File: src/rtl/lds_pkg.sv
// Shared types and constants of the dusk lamp sequencer.
package lds_pkg;

    // Field widths.
    localparam int unsigned StepsW  = 10;
    localparam int unsigned TicksW  = 24;
    localparam int unsigned LuxW    = 16;
    localparam int unsigned ChgW    = 2;
    localparam int unsigned CodeW   = 12;
    localparam int unsigned CfgAddrW = 2;
    localparam int unsigned CfgDataW = 24;

    // Stream beat widths, padded to whole bytes.
    localparam int unsigned InDataW  = 24;
    localparam int unsigned OutDataW = 16;

    // Step-to-code scaling: code = floor(steps * 312 / 50) as (steps * DacMul) >> DacShift.
    localparam int unsigned DacShift = 16;
    localparam int unsigned DacMulW  = 19;
    localparam logic [DacMulW-1:0] DacMul = 19'd408945;
    localparam int unsigned DacProdW = StepsW + DacMulW;
    localparam logic [CodeW-1:0] DacMax = '1;

    localparam logic [TicksW-1:0] TicksMax = '1;

    // Register reset values.
    localparam logic [StepsW-1:0] TargetStepsRst = 10'd600;
    localparam logic [TicksW-1:0] OnTimeTicksRst = 24'd1800000;
    localparam logic [LuxW-1:0]   DarkLuxRst     = 16'd100;
    localparam logic [LuxW-1:0]   DayLuxRst      = 16'd500;

    // Charger status code for an unplugged charger.
    localparam logic [ChgW-1:0] ChgNone = 2'd0;

    // Configuration register indexes.
    typedef enum logic [CfgAddrW-1:0] {
        CFG_TARGET_STEPS  = 2'd0,
        CFG_ON_TIME_TICKS = 2'd1,
        CFG_DARK_LUX      = 2'd2,
        CFG_DAY_LUX       = 2'd3
    } t_cfg_addr;

    // Lamp modes.
    typedef enum logic [1:0] {
        MODE_ON        = 2'd0,
        MODE_TURN_OFF  = 2'd1,
        MODE_OFF_NIGHT = 2'd2,
        MODE_OFF_DAY   = 2'd3
    } t_mode;

    // Current register settings.
    typedef struct packed {
        logic [StepsW-1:0] target_steps;
        logic [TicksW-1:0] on_time_ticks;
        logic [LuxW-1:0]   dark_lux;
        logic [LuxW-1:0]   day_lux;
    } t_cfg;

    // Outcome of one tick as seen after the state update.
    typedef struct packed {
        logic [StepsW-1:0] steps;
        logic              wrote;
        t_mode             mode;
    } t_tick_res;

endpackage

File: src/rtl/lds_cfg_regs.sv
// Configuration register file of the dusk lamp sequencer.
module lds_cfg_regs
    import lds_pkg::*;
(
    input  logic                i_clk,
    input  logic                i_rst_n,
    input  logic                i_cfg_wr_en,
    input  logic [CfgAddrW-1:0] i_cfg_addr,
    input  logic [CfgDataW-1:0] i_cfg_wdata,
    output t_cfg                o_cfg
);

    t_cfg r_cfg;

    // Each write lands in the register its index selects.
    always_ff @(posedge i_clk) begin
        if (!i_rst_n) begin
            r_cfg.target_steps  <= TargetStepsRst;
            r_cfg.on_time_ticks <= OnTimeTicksRst;
            r_cfg.dark_lux      <= DarkLuxRst;
            r_cfg.day_lux       <= DayLuxRst;
        end else if (i_cfg_wr_en) begin
            unique case (t_cfg_addr'(i_cfg_addr))
                CFG_TARGET_STEPS:  r_cfg.target_steps  <= i_cfg_wdata[StepsW-1:0];
                CFG_ON_TIME_TICKS: r_cfg.on_time_ticks <= i_cfg_wdata[TicksW-1:0];
                CFG_DARK_LUX:      r_cfg.dark_lux      <= i_cfg_wdata[LuxW-1:0];
                CFG_DAY_LUX:       r_cfg.day_lux       <= i_cfg_wdata[LuxW-1:0];
                default:           r_cfg               <= r_cfg;
            endcase
        end
    end

    assign o_cfg = r_cfg;

endmodule

File: src/rtl/lds_tick_fsm.sv
// Mode machine, voltage ramp and on-time counter, advanced once per tick.
module lds_tick_fsm
    import lds_pkg::*;
(
    input  logic            i_clk,
    input  logic            i_rst_n,
    input  logic            i_tick,
    input  logic [LuxW-1:0] i_lux,
    input  logic [ChgW-1:0] i_chg,
    input  t_cfg            i_cfg,
    output t_tick_res       o_res
);

    t_mode             r_mode;
    logic [StepsW-1:0] r_steps;
    logic [TicksW-1:0] r_ticks;
    logic [ChgW-1:0]   r_prev_chg;

    t_mode             n_mode;
    logic [StepsW-1:0] n_steps;
    logic [TicksW-1:0] n_ticks;
    logic              n_wrote;
    t_mode             mode_base;
    logic [TicksW-1:0] ticks_inc;
    logic              is_day;
    logic              plug_in;
    logic              unplug;

    assign ticks_inc = (r_ticks == TicksMax) ? r_ticks : r_ticks + 1'b1;
    assign is_day    = i_lux > i_cfg.day_lux;
    assign plug_in   = (i_chg != ChgNone) && (r_prev_chg == ChgNone);
    assign unplug    = (i_chg == ChgNone) && (r_prev_chg != ChgNone);

    // Next mode: the per-mode transition, then charger edges override it.
    always_comb begin
        mode_base = r_mode;
        unique case (r_mode)
            MODE_ON: begin
                if ((ticks_inc >= i_cfg.on_time_ticks) || is_day) begin
                    mode_base = MODE_TURN_OFF;
                end
            end
            MODE_TURN_OFF: begin
                if (r_steps == '0) begin
                    mode_base = MODE_OFF_NIGHT;
                end
            end
            MODE_OFF_NIGHT: begin
                if (is_day) begin
                    mode_base = MODE_OFF_DAY;
                end
            end
            MODE_OFF_DAY: begin
                if (i_lux < i_cfg.dark_lux) begin
                    mode_base = MODE_ON;
                end
            end
            default: mode_base = r_mode;
        endcase
        priority if (unplug) begin
            n_mode = MODE_OFF_DAY;
        end else if (plug_in) begin
            n_mode = MODE_TURN_OFF;
        end else begin
            n_mode = mode_base;
        end
    end

    // Ramp and counter updates for the current mode.
    always_comb begin
        n_steps = r_steps;
        n_ticks = r_ticks;
        n_wrote = 1'b0;
        unique case (r_mode)
            MODE_ON: begin
                n_ticks = ticks_inc;
                if (r_steps < i_cfg.target_steps) begin
                    n_steps = r_steps + 1'b1;
                    n_wrote = 1'b1;
                end
            end
            MODE_TURN_OFF: begin
                if (r_steps != '0) begin
                    n_steps = r_steps - 1'b1;
                    n_wrote = 1'b1;
                end
            end
            MODE_OFF_NIGHT: begin
                n_steps = r_steps;
            end
            MODE_OFF_DAY: begin
                if (i_lux < i_cfg.dark_lux) begin
                    n_ticks = '0;
                end
            end
            default: n_steps = r_steps;
        endcase
    end

    // State advances only on a tick.
    always_ff @(posedge i_clk) begin
        if (!i_rst_n) begin
            r_mode     <= MODE_OFF_DAY;
            r_steps    <= '0;
            r_ticks    <= '0;
            r_prev_chg <= ChgNone;
        end else if (i_tick) begin
            r_mode     <= n_mode;
            r_steps    <= n_steps;
            r_ticks    <= n_ticks;
            r_prev_chg <= i_chg;
        end
    end

    assign o_res.steps = n_steps;
    assign o_res.wrote = n_wrote;
    assign o_res.mode  = n_mode;

endmodule

File: src/rtl/lds_dac_scale.sv
// Converts a voltage step count to a saturated DAC code.
module lds_dac_scale
    import lds_pkg::*;
(
    input  logic [StepsW-1:0] i_steps,
    output logic [CodeW-1:0]  o_code
);

    logic [DacProdW-1:0]          prod;
    logic [DacProdW-DacShift-1:0] quot;

    // Multiply by the scaled reciprocal; exact floor for every 10-bit count.
    assign prod = DacProdW'(i_steps) * DacProdW'(DacMul);
    assign quot = prod[DacProdW-1:DacShift];

    // Clamp to the DAC's full scale.
    assign o_code = (quot > (DacProdW-DacShift)'(DacMax)) ? DacMax : quot[CodeW-1:0];

endmodule

File: src/rtl/lamp_dusk_sequencer.sv
// Top level of the dusk lamp sequencer: stream ports, input and result registers.
//
// Each input beat is one 10 ms tick carrying the averaged ambient brightness
// and the charger status. For every tick the block returns one output beat
// with the lamp DAC code, a flag telling whether the DAC is written this
// tick, and the lamp mode after the tick.
// Configuration goes through a plain write port (enable, index, data); the
// registers take effect for the next tick and should be written while idle.
// Path: a tick accepted into the input register updates the lamp state and
// lands in the result register once the result slot is free, and is then
// offered on the output.
// Throughput: one tick per cycle while results are taken; mode update, ramp
// step and the single step-to-code multiply all fit between input and result registers.
// Stall: while the receiver holds m_axis_tready low, the result and the
// lamp state are frozen; an empty input register still takes one more tick,
// after which s_axis_tready drops until the result beat is taken.
// Reset (synchronous, active low) empties both registers, sets the lamp off
// by day with zero voltage and zero on-time, and loads the default settings.
module lamp_dusk_sequencer
    import lds_pkg::*;
(
    input  logic                i_clk,
    input  logic                i_rst_n,
    // Input stream; tdata from bit 0: ambient_lux[15:0], charge_status[17:16], zero pad.
    input  logic                s_axis_tvalid,
    output logic                s_axis_tready,
    input  logic [InDataW-1:0]  s_axis_tdata,
    // Result stream; tdata from bit 0: dac_code[11:0], dac_write[12], lamp_mode[14:13], pad.
    output logic                m_axis_tvalid,
    input  logic                m_axis_tready,
    output logic [OutDataW-1:0] m_axis_tdata,
    // Configuration write port.
    input  logic                i_cfg_wr_en,
    input  logic [CfgAddrW-1:0] i_cfg_addr,
    input  logic [CfgDataW-1:0] i_cfg_wdata
);

    t_cfg             cfg;
    t_tick_res        tick_res;
    logic [CodeW-1:0] next_code;
    logic             out_free;
    logic             advance;

    logic             r_in_valid;
    logic [LuxW-1:0]  r_lux;
    logic [ChgW-1:0]  r_chg;
    logic             r_out_valid;
    logic [CodeW-1:0] r_code;
    logic             r_wrote;
    t_mode            r_mode_out;

    // Handshake: the result slot frees when taken; input moves on when it advances.
    assign out_free      = !r_out_valid || m_axis_tready;
    assign advance       = r_in_valid && out_free;
    assign s_axis_tready = !r_in_valid || out_free;

    lds_cfg_regs u_cfg (
        .i_clk       (i_clk),
        .i_rst_n     (i_rst_n),
        .i_cfg_wr_en (i_cfg_wr_en),
        .i_cfg_addr  (i_cfg_addr),
        .i_cfg_wdata (i_cfg_wdata),
        .o_cfg       (cfg)
    );

    lds_tick_fsm u_fsm (
        .i_clk   (i_clk),
        .i_rst_n (i_rst_n),
        .i_tick  (advance),
        .i_lux   (r_lux),
        .i_chg   (r_chg),
        .i_cfg   (cfg),
        .o_res   (tick_res)
    );

    lds_dac_scale u_dac (
        .i_steps (tick_res.steps),
        .o_code  (next_code)
    );

    // Input register valid flag.
    always_ff @(posedge i_clk) begin
        if (!i_rst_n) begin
            r_in_valid <= 1'b0;
        end else if (s_axis_tready) begin
            r_in_valid <= s_axis_tvalid;
        end
    end

    // Input register payload.
    always_ff @(posedge i_clk) begin
        if (s_axis_tvalid && s_axis_tready) begin
            r_lux <= s_axis_tdata[LuxW-1:0];
            r_chg <= s_axis_tdata[LuxW+ChgW-1:LuxW];
        end
    end

    // Result register valid flag.
    always_ff @(posedge i_clk) begin
        if (!i_rst_n) begin
            r_out_valid <= 1'b0;
        end else if (out_free) begin
            r_out_valid <= r_in_valid;
        end
    end

    // Result register payload.
    always_ff @(posedge i_clk) begin
        if (advance) begin
            r_code     <= next_code;
            r_wrote    <= tick_res.wrote;
            r_mode_out <= tick_res.mode;
        end
    end

    assign m_axis_tvalid = r_out_valid;
    assign m_axis_tdata  = {1'b0, r_mode_out, r_wrote, r_code};

endmodule

File: config.mk
export PLATFORM = sky130hd
export DESIGN_NAME = lamp_dusk_sequencer
export DESIGN_NICKNAME = d
export VERILOG_FILES = /design/src/rtl/lds_pkg.sv /design/src/rtl/lds_cfg_regs.sv /design/src/rtl/lds_tick_fsm.sv /design/src/rtl/lds_dac_scale.sv /design/src/rtl/lamp_dusk_sequencer.sv
export SDC_FILE = /design/constraint.sdc
export NUM_CORES = 1
export LEC_CHECK = 0
export BUFFER_PORTS_ARGS = -buffer_cell sky130_fd_sc_hd__buf_2
export CAP_MARGIN = 15
export CORE_ASPECT_RATIO = 1.2
export CORE_MARGIN = 3
export CORE_UTILIZATION = 62
export DETAILED_ROUTE_END_ITERATION = 10
export HOLD_SLACK_MARGIN = 0.12
export PLACE_DENSITY_LB_ADDON = 0.08
export SKIP_LAST_GASP = 1
export SYNTH_ARGS = -nofsm -noshare
export SYNTH_HDL_FRONTEND = slang
export SYNTH_HIERARCHICAL = 1
export SYNTH_SLANG_ARGS = --single-unit
File: constraint.sdc
create_clock -name i_clk -period 9.3 [get_ports i_clk]
set_clock_uncertainty 0.1 [all_clocks]
set_input_delay 1.86 -clock i_clk [delete_from_list [all_inputs] [get_ports i_clk]]
set_output_delay 1.86 -clock i_clk [all_outputs]
set_load 0.05 [all_outputs]
==> impl_metrics.yaml <==
sta:
  slew_viol_final: 0
  min_period_ns: 8.33
  setup_slack_ns: 0.967
  rsz0062_at_grt: "false"
  finalHoldViolations: 0
  timing.final.crit_share: 0.896
  tightest_slew_ns: 1.02
  tns_ns: 0
  maxSlewHeadroom: 0.322
  max_freq_ghz: 0.120
  setup_viol: 0
setup_path:
  rr_startpoint: "u_fsm/r_steps[3]"
  cp-start-kind: "register"
  end_kind: "register"
  critPathKind: "register to register"
  arrival_ns: 8.41
  r2r_end: "r_code[9]"
  ff2ff_path_depth: 24
  cp_max_fo: 14
  reg2reg_slack_ns: 0.97
  worst-endpoint-required_ns: 9.38
clock_network:
  insertion_delay_ns: 0.42
  ctsResizeCount: 0
  cts.sinks: 139
  holdBufCountCts: 0
  clk_path_buf_depth: 2
  cts_tree: "yes"
  numCtsBuffers: 17
  cts_root_buf: "clkbuf_16"
  cts_max_level: 4
  cts_setup_buffers: 0
  clkSlewWorstSetupHoldPaths_ns: 0.07
global_routing:
  grt_pass1_wl_mm: 41.4
  grt_overflow_total: 0
  grt_pass1_vias: 8881
  grt_usage: 0.260
  antenna_found_initial: 1
  grt_max_degree: 81
die:
  io_pins: 73
  core_area_mm2: 0.0176
  start_util: 0.636
  num_rows: 53
  die_w_um: 129
  die-area_mm2: 0.0198
  die_h_um: 153
power:
  powerDensity_mw_per_mm2: 136
  power_mw: 1.67
  p_leak_nw: 6.16
  ir_drop_mv: 0.102
logic_synthesis:
  netlist.area_leader.share: 0.189
  synth_enable_flop_cells: 33
  syn_area_mm2: 0.0112
  syn_area_per_cell_um2: 9.28
  synth.area.top_cells: "dfxtp_1 19%, ha_1 17%, fa_1 8.9%"
  synth_ff_type: "dfxtp_1"
  synth.distinct_cells: 94
  yosysWarningCount: 6
  synth_nets: 1465
  yosysSeqAreaShare: 0.277
  synthArstFlopShare: 0
  ys_seq_elements: 139
  synth_top_area_cell: "dfxtp_1"
  netlist_top_cells_count: "174 x inv_1, 151 x ha_1, 131 x nand2_1"
  synth.most_common_cell: "inv_1"
  synthCells: 1209
place:
  port_buffers: 65
  pre_cts_ws_ns: 0.977
  numPlacedInstances: 1460
  gp_congestion: 0.888
  place_area_mm2: 0.0117
  dp_hpwl_mm: 19.5
cells_and_area:
  finish.net_count: 1515
  syn2layout_area_growth_pct: 9.38
  num_antenna_cells: 0
  postLayoutCellArea_mm2: 0.0123
  drive_above_1_share: 0.120
  finalNonFillerCells: 1492
status:
  status: "finished clean"
min_path:
  holdPathEnd: "u_cfg/o_cfg[39]"
  hold_start: "u_cfg/o_cfg[39]"
  min_path_cells: 2
  min_path_type: "register to register"
route:
  drt_first_iter_violations: 422
  ant_nets: 0
  wl_mm: 25.0
  via_per_inst: 5.78
  vias: 8621
  drt_first_pass_iters: 5
  drt-wirelength-per-cell_um: 16.7
  drc: 0
run:
  maxCapViolCount: 0
metrics by stage:
stage                     utilization  hold WS, ns
after global placement          0.662        0.345
after global routing            0.696        0.368
after floorplan                     -        0.335
final                           0.696        0.358
after detailed placement        0.662        0.347
after CTS                       0.696        0.359
where the power goes:
part	internal (mW)	total, mW	switching [mW]	leakage [nW]
Clock	0.387	0.673	0.287	0.288
Combinational	0.129	0.339	0.211	4.69
Sequential	0.645	0.660	0.0152	1.18
Total	1.16	1.67	0.512	6.16
final cells by class:
| cell class | instances | area, µm² |
|---|---|---|
| Clock buffer | 18 | 439 |
| Clock inverter | 14 | 153 |
| Fill cell | 1434 | 5370 |
| Inverter | 174 | 653 |
| Multi-Input combinational cell | 853 | 7250 |
| Sequential cell | 139 | 3110 |
| Tap cell | 220 | 275 |
| Timing Repair Buffer | 74 | 395 |
logic make-up (layout without fill, tap and decap cells):
| kind of cell | Yosys count | after routing | share of synthesized area |
|---|---|---|---|
| other cells | 1 | 1 | 0.000334 |
| simple gates | 355 | 355 | 0.170 |
| buf+inv | 217 | 280 | 0.0779 |
| mux | 69 | 69 | 0.0620 |
| flops | 139 | 139 | 0.277 |
| compound gates | 185 | 185 | 0.121 |
| fa+ha+maj | 201 | 201 | 0.258 |
| xor+xnor | 42 | 42 | 0.0341 |
critical path, cell delays in order, from the launching register on:
cell and delay, ns:
dfxtp_1 0.53, ha_1 0.33, a2111oi_2 0.33, o21ai_2 0.18, a21oi_1 0.57, a211oi_1 0.18
or3_1 0.52, fa_1 0.70, inv_1 0.09, fa_1 0.49, fa_1 0.48, inv_1 0.05
fa_1 0.53, inv_1 0.05, fa_1 0.49, inv_1 0.04, ha_1 0.31, a41o_1 0.19
a21oi_1 0.16, nor4bb_1 0.61, nor2_1 0.19, a21oi_1 0.26, xnor2_2 0.29, nand2_1 0.11
mux2_2 0.28
worst max-delay path by stage:
stage / to / slack, ns / start / depth (start not counted)
2_1_floorplan: r_code[11] / 1.92 / u_fsm/r_steps[7] / 25
3_3_place_gp: r_code[9] / 1.11 / u_fsm/r_steps[3] / 24
3_5_place_dp: r_code[9] / 0.98 / u_fsm/r_steps[3] / 24
4_1_cts: r_code[9] / 0.99 / u_fsm/r_steps[3] / 24
5_1_grt: r_code[9] / 0.59 / u_fsm/r_steps[3] / 24
6_report: r_code[9] / 0.97 / u_fsm/r_steps[3] / 24
cell usage in the layout (no fill, tap or decap), types with 12 or more instances in the layout:
cell	instances
a21o_1	13
a21oi_1	40
and3_1	16
buf_2	64
clkbuf_16	17
dfxtp_1	106
edfxtp_1	33
fa_1	50
ha_1	151
inv_1	174
mux2i_1	65
nand2_1	131
nand2b_1	12
nand3_1	31
nand4_1	22
nor2_1	40
nor2b_1	25
nor3_1	14
o211ai_1	12
o21ai_0	28
xnor2_1	30
layer usage:
metal	GRT usage	routed length, µm	vias to the layer above
li1	-	-	4300
met1	0.288	9960	4103
met2	0.483	13400	161
met3	0.0472	783	55
met4	0.104	857	2
met5	0	18	-
registers in the layout (all words and copies together) (netlist names):
register and flops:
r_in_valid 1, u_fsm/r_mode 2, m_axis_tvalid 1, r_chg 2
r_lux 16, r_wrote 1, u_fsm/r_prev_chg 2, u_fsm/r_steps 10
r_code 12, u_cfg/o_cfg 66, r_mode_out 2, u_fsm/r_ticks 24
(Power assumes the default switching activity.)
